--- src/hdl/sle_pkg.sv ---
`default_nettype none

package sle_pkg;

   // Number of cells in the chain; one list entry per cell.
   localparam int DEPTH = 32;
   localparam int IDX_W = $clog2(DEPTH);
   localparam int CNT_W = 6;
   localparam int POS_W = 6;
   localparam int DATA_W = 32;

   // Action codes of the request channel.
   typedef enum logic [2:0] {
      ACT_INSERT = 3'd0,
      ACT_DELETE = 3'd1,
      ACT_LOCATE = 3'd2,
      ACT_GET    = 3'd3,
      ACT_PRED   = 3'd4,
      ACT_SUCC   = 3'd5,
      ACT_CLEAR  = 3'd6
   } action_type;

   // Status codes of the response channel.
   typedef enum logic [1:0] {
      ST_OK      = 2'd0,
      ST_RANGE   = 2'd1,
      ST_FULL    = 2'd2,
      ST_MISSING = 2'd3
   } status_type;

   // What a cell loads at the next clock edge.
   typedef enum logic [1:0] {
      SEL_HOLD  = 2'd0,
      SEL_LEFT  = 2'd1,
      SEL_RIGHT = 2'd2,
      SEL_VALUE = 2'd3
   } cell_sel_type;

   // Control handed to each cell: load select and the request value, which is
   // both the insert data and the search key.
   typedef struct packed {
      cell_sel_type             sel;
      logic signed [DATA_W-1:0] value;
   } cell_ctrl_type;

   // Register index of the configuration port.
   localparam logic REG_CAPACITY = 1'b0;

endpackage

`default_nettype wire

--- src/hdl/sequential_list_engine.sv ---
`default_nettype none

// Channel    Direction  Handshake           Payload
// req_       in         req_valid/stall     action, position, value
// rsp_       out        rsp_valid/stall     status, data_out, found_index, entry_count
// csr (APB)  in/out     psel/penable/pready capacity at address 0
//
// A request is executed in the cycle it is accepted; its response is
// registered and shows in the next cycle; one transaction per cycle while not stalled.
// All cells shift, load and compare in parallel in that cycle.
// Reset empties the list and sets capacity to 32; cell contents are not reset.
// A response held by rsp_stall stalls the request side only while it waits.

module sequential_list_engine (
   input  wire logic                              clock,
   input  wire logic                              reset,
   input  wire logic                              req_valid,
   output logic                                   req_stall,
   input  wire logic [2:0]                        req_action,
   input  wire logic [sle_pkg::POS_W-1:0]         req_position,
   input  wire logic signed [sle_pkg::DATA_W-1:0] req_value,
   output logic                                   rsp_valid,
   input  wire logic                              rsp_stall,
   output logic [1:0]                             rsp_status,
   output logic signed [sle_pkg::DATA_W-1:0]      rsp_data_out,
   output logic [4:0]                             rsp_found_index,
   output logic [sle_pkg::CNT_W-1:0]              rsp_entry_count,
   input  wire logic                              psel,
   input  wire logic                              penable,
   input  wire logic                              pwrite,
   input  wire logic [2:0]                        paddr,
   input  wire logic [31:0]                       pwdata,
   output logic [31:0]                            prdata,
   output logic                                   pready
);

   localparam logic [sle_pkg::CNT_W:0] DEPTH_C = (sle_pkg::CNT_W + 1)'(sle_pkg::DEPTH);

   logic                              accept;
   logic [sle_pkg::CNT_W-1:0]         count_ff, count_in;
   logic [sle_pkg::CNT_W-1:0]         capacity_ff, capacity_in;
   logic                              rsp_valid_ff, rsp_valid_in;
   logic [1:0]                        rsp_status_ff, rsp_status_in;
   logic signed [sle_pkg::DATA_W-1:0] rsp_data_ff, rsp_data_in;
   logic [4:0]                        rsp_found_ff, rsp_found_in;
   logic [sle_pkg::CNT_W-1:0]         rsp_count_ff;

   logic [sle_pkg::CNT_W:0]           pos_x, count_x, cap_eff;
   logic [sle_pkg::CNT_W:0]           rd_addr;
   logic                              ins_ok, del_ok, do_clear, do_read;
   logic [1:0]                        status;
   sle_pkg::action_type               act;

   logic signed [sle_pkg::DATA_W-1:0] cell_entry [sle_pkg::DEPTH];
   logic [sle_pkg::DEPTH-1:0]         cell_match;
   sle_pkg::cell_ctrl_type            cell_ctrl  [sle_pkg::DEPTH];
   logic                              hit;
   logic [sle_pkg::IDX_W-1:0]         hit_idx;

   assign accept    = req_valid && !req_stall;
   assign req_stall = rsp_valid_ff && rsp_stall;
   assign act       = sle_pkg::action_type'(req_action);

   // Widened operands for the bound checks.
   assign pos_x   = {1'b0, req_position};
   assign count_x = {1'b0, count_ff};
   assign cap_eff = ({1'b0, capacity_ff} > DEPTH_C) ? DEPTH_C : {1'b0, capacity_ff};

   // Decode the action into a status, the list update and the read address.
   always_comb begin
      ins_ok   = 1'b0;
      del_ok   = 1'b0;
      do_clear = 1'b0;
      do_read  = 1'b0;
      rd_addr  = pos_x;
      status   = sle_pkg::ST_OK;
      unique case (act)
         sle_pkg::ACT_INSERT: begin
            if (pos_x > count_x) begin
               status = sle_pkg::ST_RANGE;
            end else if (count_x >= cap_eff) begin
               status = sle_pkg::ST_FULL;
            end else begin
               ins_ok = 1'b1;
            end
         end
         sle_pkg::ACT_DELETE: begin
            if (pos_x >= count_x) begin
               status = sle_pkg::ST_RANGE;
            end else begin
               del_ok = 1'b1;
            end
         end
         sle_pkg::ACT_LOCATE: begin
            status = hit ? sle_pkg::ST_OK : sle_pkg::ST_MISSING;
         end
         sle_pkg::ACT_GET: begin
            if (pos_x >= count_x) begin
               status = sle_pkg::ST_RANGE;
            end else begin
               do_read = 1'b1;
            end
         end
         sle_pkg::ACT_PRED: begin
            rd_addr = pos_x - 1'b1;
            if (pos_x == '0 || pos_x >= count_x) begin
               status = sle_pkg::ST_RANGE;
            end else begin
               do_read = 1'b1;
            end
         end
         sle_pkg::ACT_SUCC: begin
            rd_addr = pos_x + 1'b1;
            if (pos_x + 1'b1 >= count_x) begin
               status = sle_pkg::ST_RANGE;
            end else begin
               do_read = 1'b1;
            end
         end
         sle_pkg::ACT_CLEAR: begin
            do_clear = 1'b1;
         end
         default: begin
         end
      endcase
   end

   // The chain of cells, each told whether to shift, load or hold.
   for (genvar k = 0; k < sle_pkg::DEPTH; k++) begin : g_cell
      localparam logic [sle_pkg::CNT_W:0] KV = (sle_pkg::CNT_W + 1)'(k);
      logic signed [sle_pkg::DATA_W-1:0] left_data;
      logic signed [sle_pkg::DATA_W-1:0] right_data;

      // The first cell never shifts up and the last never shifts down.
      if (k == 0) begin : g_first
         assign left_data = req_value;
      end else begin : g_left
         assign left_data = cell_entry[k-1];
      end
      if (k == sle_pkg::DEPTH - 1) begin : g_last
         assign right_data = '0;
      end else begin : g_right
         assign right_data = cell_entry[k+1];
      end

      always_comb begin
         cell_ctrl[k].value = req_value;
         cell_ctrl[k].sel   = sle_pkg::SEL_HOLD;
         if (accept && ins_ok && KV == pos_x) begin
            cell_ctrl[k].sel = sle_pkg::SEL_VALUE;
         end else if (accept && ins_ok && KV > pos_x && KV <= count_x) begin
            cell_ctrl[k].sel = sle_pkg::SEL_LEFT;
         end else if (accept && del_ok && KV >= pos_x && KV + 1'b1 < count_x) begin
            cell_ctrl[k].sel = sle_pkg::SEL_RIGHT;
         end
      end

      logic raw_match;
      sle_cell u_cell (
         .clock      (clock),
         .ctrl       (cell_ctrl[k]),
         .left_data  (left_data),
         .right_data (right_data),
         .entry      (cell_entry[k]),
         .match      (raw_match)
      );
      assign cell_match[k] = raw_match && (KV < count_x);
   end

   // Lowest matching cell among the live entries.
   always_comb begin
      hit     = 1'b0;
      hit_idx = '0;
      for (int k = sle_pkg::DEPTH - 1; k >= 0; k--) begin
         if (cell_match[k]) begin
            hit     = 1'b1;
            hit_idx = sle_pkg::IDX_W'(k);
         end
      end
   end

   // Next count and response contents.
   always_comb begin
      count_in = count_ff;
      if (accept) begin
         priority if (ins_ok) begin
            count_in = count_ff + 1'b1;
         end else if (del_ok) begin
            count_in = count_ff - 1'b1;
         end else if (do_clear) begin
            count_in = '0;
         end
      end
      rsp_status_in = status;
      rsp_data_in   = do_read ? cell_entry[rd_addr[sle_pkg::IDX_W-1:0]] : '0;
      rsp_found_in  = (act == sle_pkg::ACT_LOCATE && hit) ? 5'(hit_idx) : '0;
      rsp_valid_in  = accept ? 1'b1 : (rsp_valid_ff && rsp_stall);
   end

   // Capacity register on the APB-style port.
   always_comb begin
      capacity_in = capacity_ff;
      if (psel && penable && pwrite && pready && paddr[2] == sle_pkg::REG_CAPACITY) begin
         capacity_in = pwdata[sle_pkg::CNT_W-1:0];
      end
      prdata = (paddr[2] == sle_pkg::REG_CAPACITY) ?
               {{(32 - sle_pkg::CNT_W){1'b0}}, capacity_ff} : '0;
   end
   assign pready = 1'b1;

   // Control registers.
   always_ff @(posedge clock) begin
      if (reset) begin
         count_ff     <= '0;
         capacity_ff  <= sle_pkg::CNT_W'(32);
         rsp_valid_ff <= 1'b0;
      end else begin
         count_ff     <= count_in;
         capacity_ff  <= capacity_in;
         rsp_valid_ff <= rsp_valid_in;
      end
   end

   // Response payload loads only when a transaction is accepted.
   always_ff @(posedge clock) begin
      if (accept) begin
         rsp_status_ff <= rsp_status_in;
         rsp_data_ff   <= rsp_data_in;
         rsp_found_ff  <= rsp_found_in;
         rsp_count_ff  <= count_in;
      end
   end

   assign rsp_valid       = rsp_valid_ff;
   assign rsp_status      = rsp_status_ff;
   assign rsp_data_out    = rsp_data_ff;
   assign rsp_found_index = rsp_found_ff;
   assign rsp_entry_count = rsp_count_ff;

   // The list never holds more entries than there are cells.
   a_count_bound: assert property (@(posedge clock) disable iff (reset)
      {1'b0, count_ff} <= DEPTH_C)
      else $error("entry count exceeds the number of cells");

   // The count moves only with an accepted transaction.
   a_count_stable: assert property (@(posedge clock) disable iff (reset)
      !accept |=> $stable(count_ff))
      else $error("entry count changed without a transaction");

   // The response reports the count that the action left behind.
   a_rsp_count: assert property (@(posedge clock) disable iff (reset)
      accept |=> (rsp_entry_count == count_ff && rsp_valid))
      else $error("response count differs from the list count");

   // A successful insert grows the list by exactly one entry.
   a_insert_grows: assert property (@(posedge clock) disable iff (reset)
      (accept && ins_ok) |=> (count_ff == $past(count_ff) + 1'b1))
      else $error("insert did not add one entry");

endmodule

`default_nettype wire

--- src/hdl/sle_cell.sv ---
`default_nettype none

module sle_cell (
   input  wire logic                              clock,
   input  wire sle_pkg::cell_ctrl_type            ctrl,
   input  wire logic signed [sle_pkg::DATA_W-1:0] left_data,
   input  wire logic signed [sle_pkg::DATA_W-1:0] right_data,
   output logic signed [sle_pkg::DATA_W-1:0]      entry,
   output logic                                   match
);

   logic signed [sle_pkg::DATA_W-1:0] entry_ff;
   logic signed [sle_pkg::DATA_W-1:0] entry_in;

   // Choose between holding, taking a neighbor's entry or the new value.
   always_comb begin
      unique case (ctrl.sel)
         sle_pkg::SEL_LEFT:  entry_in = left_data;
         sle_pkg::SEL_RIGHT: entry_in = right_data;
         sle_pkg::SEL_VALUE: entry_in = ctrl.value;
         default:            entry_in = entry_ff;
      endcase
   end

   // The entry is payload and needs no reset.
   always_ff @(posedge clock) begin
      entry_ff <= entry_in;
   end

   assign entry = entry_ff;
   assign match = (entry_ff == ctrl.value);

endmodule

`default_nettype wire

--- config.mk ---
export PLATFORM = sky130hd
export DESIGN_NAME = sequential_list_engine
export DESIGN_NICKNAME = d
export VERILOG_FILES = /design/src/hdl/sle_pkg.sv /design/src/hdl/sequential_list_engine.sv /design/src/hdl/sle_cell.sv
export SDC_FILE = /design/constraint.sdc
export NUM_CORES = 2
export LEC_CHECK = 0
export BUFFER_PORTS_ARGS = -buffer_cell sky130_fd_sc_hd__buf_2
export CORE_MARGIN = 4
export CORE_UTILIZATION = 55
export CTS_BUF_LIST = sky130_fd_sc_hd__clkbuf_8 sky130_fd_sc_hd__clkbuf_16
export CTS_CLUSTER_SIZE = 28
export DETAILED_ROUTE_END_ITERATION = 8
export PLACE_DENSITY_LB_ADDON = 0.08
export SYNTH_ARGS = -nofsm -noshare
export SYNTH_HDL_FRONTEND = slang
export SYNTH_HIERARCHICAL = 1
export SYNTH_SLANG_ARGS = --single-unit
--- constraint.sdc ---
create_clock -name clock -period 4.2 [get_ports clock]
set_input_delay 0.84 -clock clock [delete_from_list [all_inputs] [get_ports clock]]
set_output_delay 0.84 -clock clock [all_outputs]
set_load 0.02 [all_outputs]
==> results by group <==
Clocking
  • Clock root buffer: clkbuf_16
  • Worst-path clk slew: 60 ps
  • TritonCTS buffer count: 134
  • CTS tree: built
  • Max clock buf depth: 3
  • Clk sinks: 1082
  • Worst-Skew Late Latency: 790 ps
  • CTS H-tree lvls: 4

Global routing
  • Total global-route track usage: 44.6%
  • Grt total ovfl: 0
  • Global-route wire length before repair: 523 mm
  • Largest net degree at the start of global routing: 65
  • Initial antenna violation count: 27
  • Vias in the first global route: 75000

Logic synthesis
  • Syn Inst Count: 8943
  • Yosys cell types: 71
  • Yosys reg bits: 1082
  • Synth area leader: edfxtp_1
  • Synthesis Warnings: 6
  • Post-Synthesis Cell Area: 83400 um2
  • Syn avg cell area: 9.32 um2
  • Area share of the largest cell type after synthesis: 38.5%
  • Top_reg_cell synth: edfxtp_1
  • Top cells by area, synth: edfxtp_1 39%, mux2i_1 15%, xor2_1 11%
  • Fraction of the yosys area taken by sequential cells: 38.8%
  • Ys async rst share: 0%
  • Number of flops mapped to enable cells by yosys: 1069

Die
  • Die width: 397 um
  • Ports: 163
  • Core area: 150000 um2
  • Initial Utilization: 55.5%
  • Die Y: 397 um
  • Die area: 158000 um2
  • Site Rows: 142

Cells and area
  • Most common cell after layout, fill and taps aside: mux2i_1
  • Most frequent cells in the layout: 1257 x mux2i_1, 1124 x nor2_1, 1071 x a21oi_1
  • Footprint of the multi-input gates: 47900 um2
  • Fill cells: 12400
  • Final Net Count: 9693
  • Finished Layout Cells: 11700
  • Layout cells sized above 1: 15.3%
  • Area grow syn2layout: 18.3%
  • Register area: 32400 um2

Drt
  • Drt total wl: 365 mm
  • Drt drc: 0
  • Met1 WL: 132 mm
  • Drt via density: 6.88
  • DR WL met3: 44.6 mm
  • WL per Instance: 31.1 um
  • Drt first pass iters: 9
  • Met2 Wirelength: 155 mm
  • Remaining antenna violation count after routing: 0
  • Iter 0 DRT Violations: 11300
  • Via count: 80600
  • Uppermost layer routed: met5

STA
  • Clk_skew: 28.9 ps
  • Final worst slack: -34.4 ps
  • Hold Vio Cnt, Final: 0
  • Final max-slew violation count: 0
  • Relative slew slack: 32.2%
  • RSZ-0062 raised after global routing: no
  • Final min period: 4230 ps
  • Final period utilization: 101%
  • F_max: 0.236 GHz
  • Hold Slack: 289 ps
  • Setup TNS: -34.4 ps
  • Final setup fails: 1
  • Actual slew at the worst max-slew pin: 1010 ps

Critical path
  • Startpoint Class: input port
  • Crit-path max FO: 11
  • Reg2Reg Depth: 13
  • CP arrival: 4760 ps
  • Critical Path End Type: register
  • Flop-to-flop setup slack: 110 ps
  • Setup Crit Path Kind: in2reg
  • FF-to-FF End: rsp_found_index[2]
  • Reg2reg start: g_cell[24].u_cell/entry[24]
  • Worst Setup SP: req_value[24]
  • Worst setup endpoint: rsp_found_index[2]
  • Critical Path RT: 4720 ps

Place
  • IO buf count: 107
  • Worst slack, placed: -574 ps
  • GPL Wtd Cong: 1.02
  • DP Wirelength: 270 mm
  • Cell total after placement: 11500

Power
  • Peak supply drop: 0.496 mV
  • Power per cell area: 288 nW/um2
  • Tot Pwr: 28.4 mW
  • Leakage Power: 34.6 nW

Flow run
  • Max-cap violations: 0

Worst hold path
  • Worst hold path class: in2reg
  • Hold Crit Start: pwdata[3]

Status
  • Outcome: complete, but fails checks
  • Violated checks: negative setup slack
worst min path at each step:
stage / end / slack, ps / cells after the start
floorplan: capacity_ff[5] / 460 / 1
global placement: capacity_ff[5] / 470 / 1
detailed placement: capacity_ff[5] / 480 / 1
CTS: capacity_ff[3] / 270 / 3
global route: capacity_ff[0] / 310 / 3
finish: capacity_ff[3] / 290 / 3
power breakdown:
group	total (mW)	switching [mW]	internal [mW]
Combinational	5.05	3.23	1.83
Clock	11.6	4.98	6.60
Sequential	11.8	0.0532	11.8
timing repair:
action,4_1_cts,5_1_grt
endpoints found under the setup margin,0,1
hold buffers,0,0
setup buffers,0,0
resized for setup,0,1
per-layer routing:
layer | track usage [%] | up-vias
met1 | 56.0 | 38500
met3 | 12.1 | 1419
li1 | - | 34700
met4 | 32.0 | 12
met5 | 0 | -
met2 | 66.2 | 5904
layout make-up:
class | count | share of cell area [%]
diodes | 15 | 0.0381
clock buffers | 139 | 3.53
inverters | 21 | 0.0799
repair buffers | 1176 | 11.6
multi-input cells | 7170 | 48.6
clock inverters | 100 | 0.777
flip-flops and latches | 1082 | 32.8
well taps | 2016 | 2.56
sequential cells by signal, indices dropped and copies added (netlist names):
name and flops:
count_ff 6, rsp_entry_count 6, rsp_status 2, rsp_valid 1
rsp_found_index 5, capacity_ff 6, g_cell.u_cell/entry 1024, rsp_data_out 32
synthesized netlist by cell type (17+ instances only):
cell type,instances
a32o_1,224
a21oi_1,1086
or2_2,36
o22ai_1,581
buf_1,28
buf_4,68
nor3_1,86
inv_1,19
mux2i_1,1257
ha_1,25
edfxtp_1,1069
o21ai_1,27
nand3_1,93
or3_1,71
clkbuf_1,315
nor2b_1,17
buf_6,97
xor2_1,1027
nor4_1,423
nand4_1,71
o21ai_0,68
a31oi_1,40
nor2_1,1140
buf_2,219
o21a_1,41
nand2_1,649
stage by stage:
step	util [%]	cell area [um2]
final	65.6	98600
after global routing	65.6	98600
after CTS	65.6	98600
after detailed placement	62.7	94300
after global placement	62.7	94300
after floorplan	-	83600
cell families after synthesis:
| family | Yosys count | share of synthesized area (%) |
|---|---|---|
| muxes | 1257 | 15.1 |
| and+or+nand+nor | 2630 | 14.1 |
| AOI/OAI and AO/OA | 2165 | 15.8 |
| buffers and inverters | 748 | 4.88 |
| adders and majority gates | 25 | 0.375 |
| xor gates and xnor gates | 1034 | 10.9 |
| DFF | 1082 | 38.8 |
| other | 2 | 0.00901 |
worst max-delay path, stage by stage:
cell       delay, ps
buf_4            350
buf_4            300
xor2_1            90
nor4_1           730
nand4_1          430
buf_4            300
nor2_1           100
buf_4            160
o21a_1           110
a221oi_1          40
o21ai_0          320
nor3_1           110
and3_1           190
and2_1           170
a2111oi_0        430
Note: power is estimated with default switching activity, not from simulation.
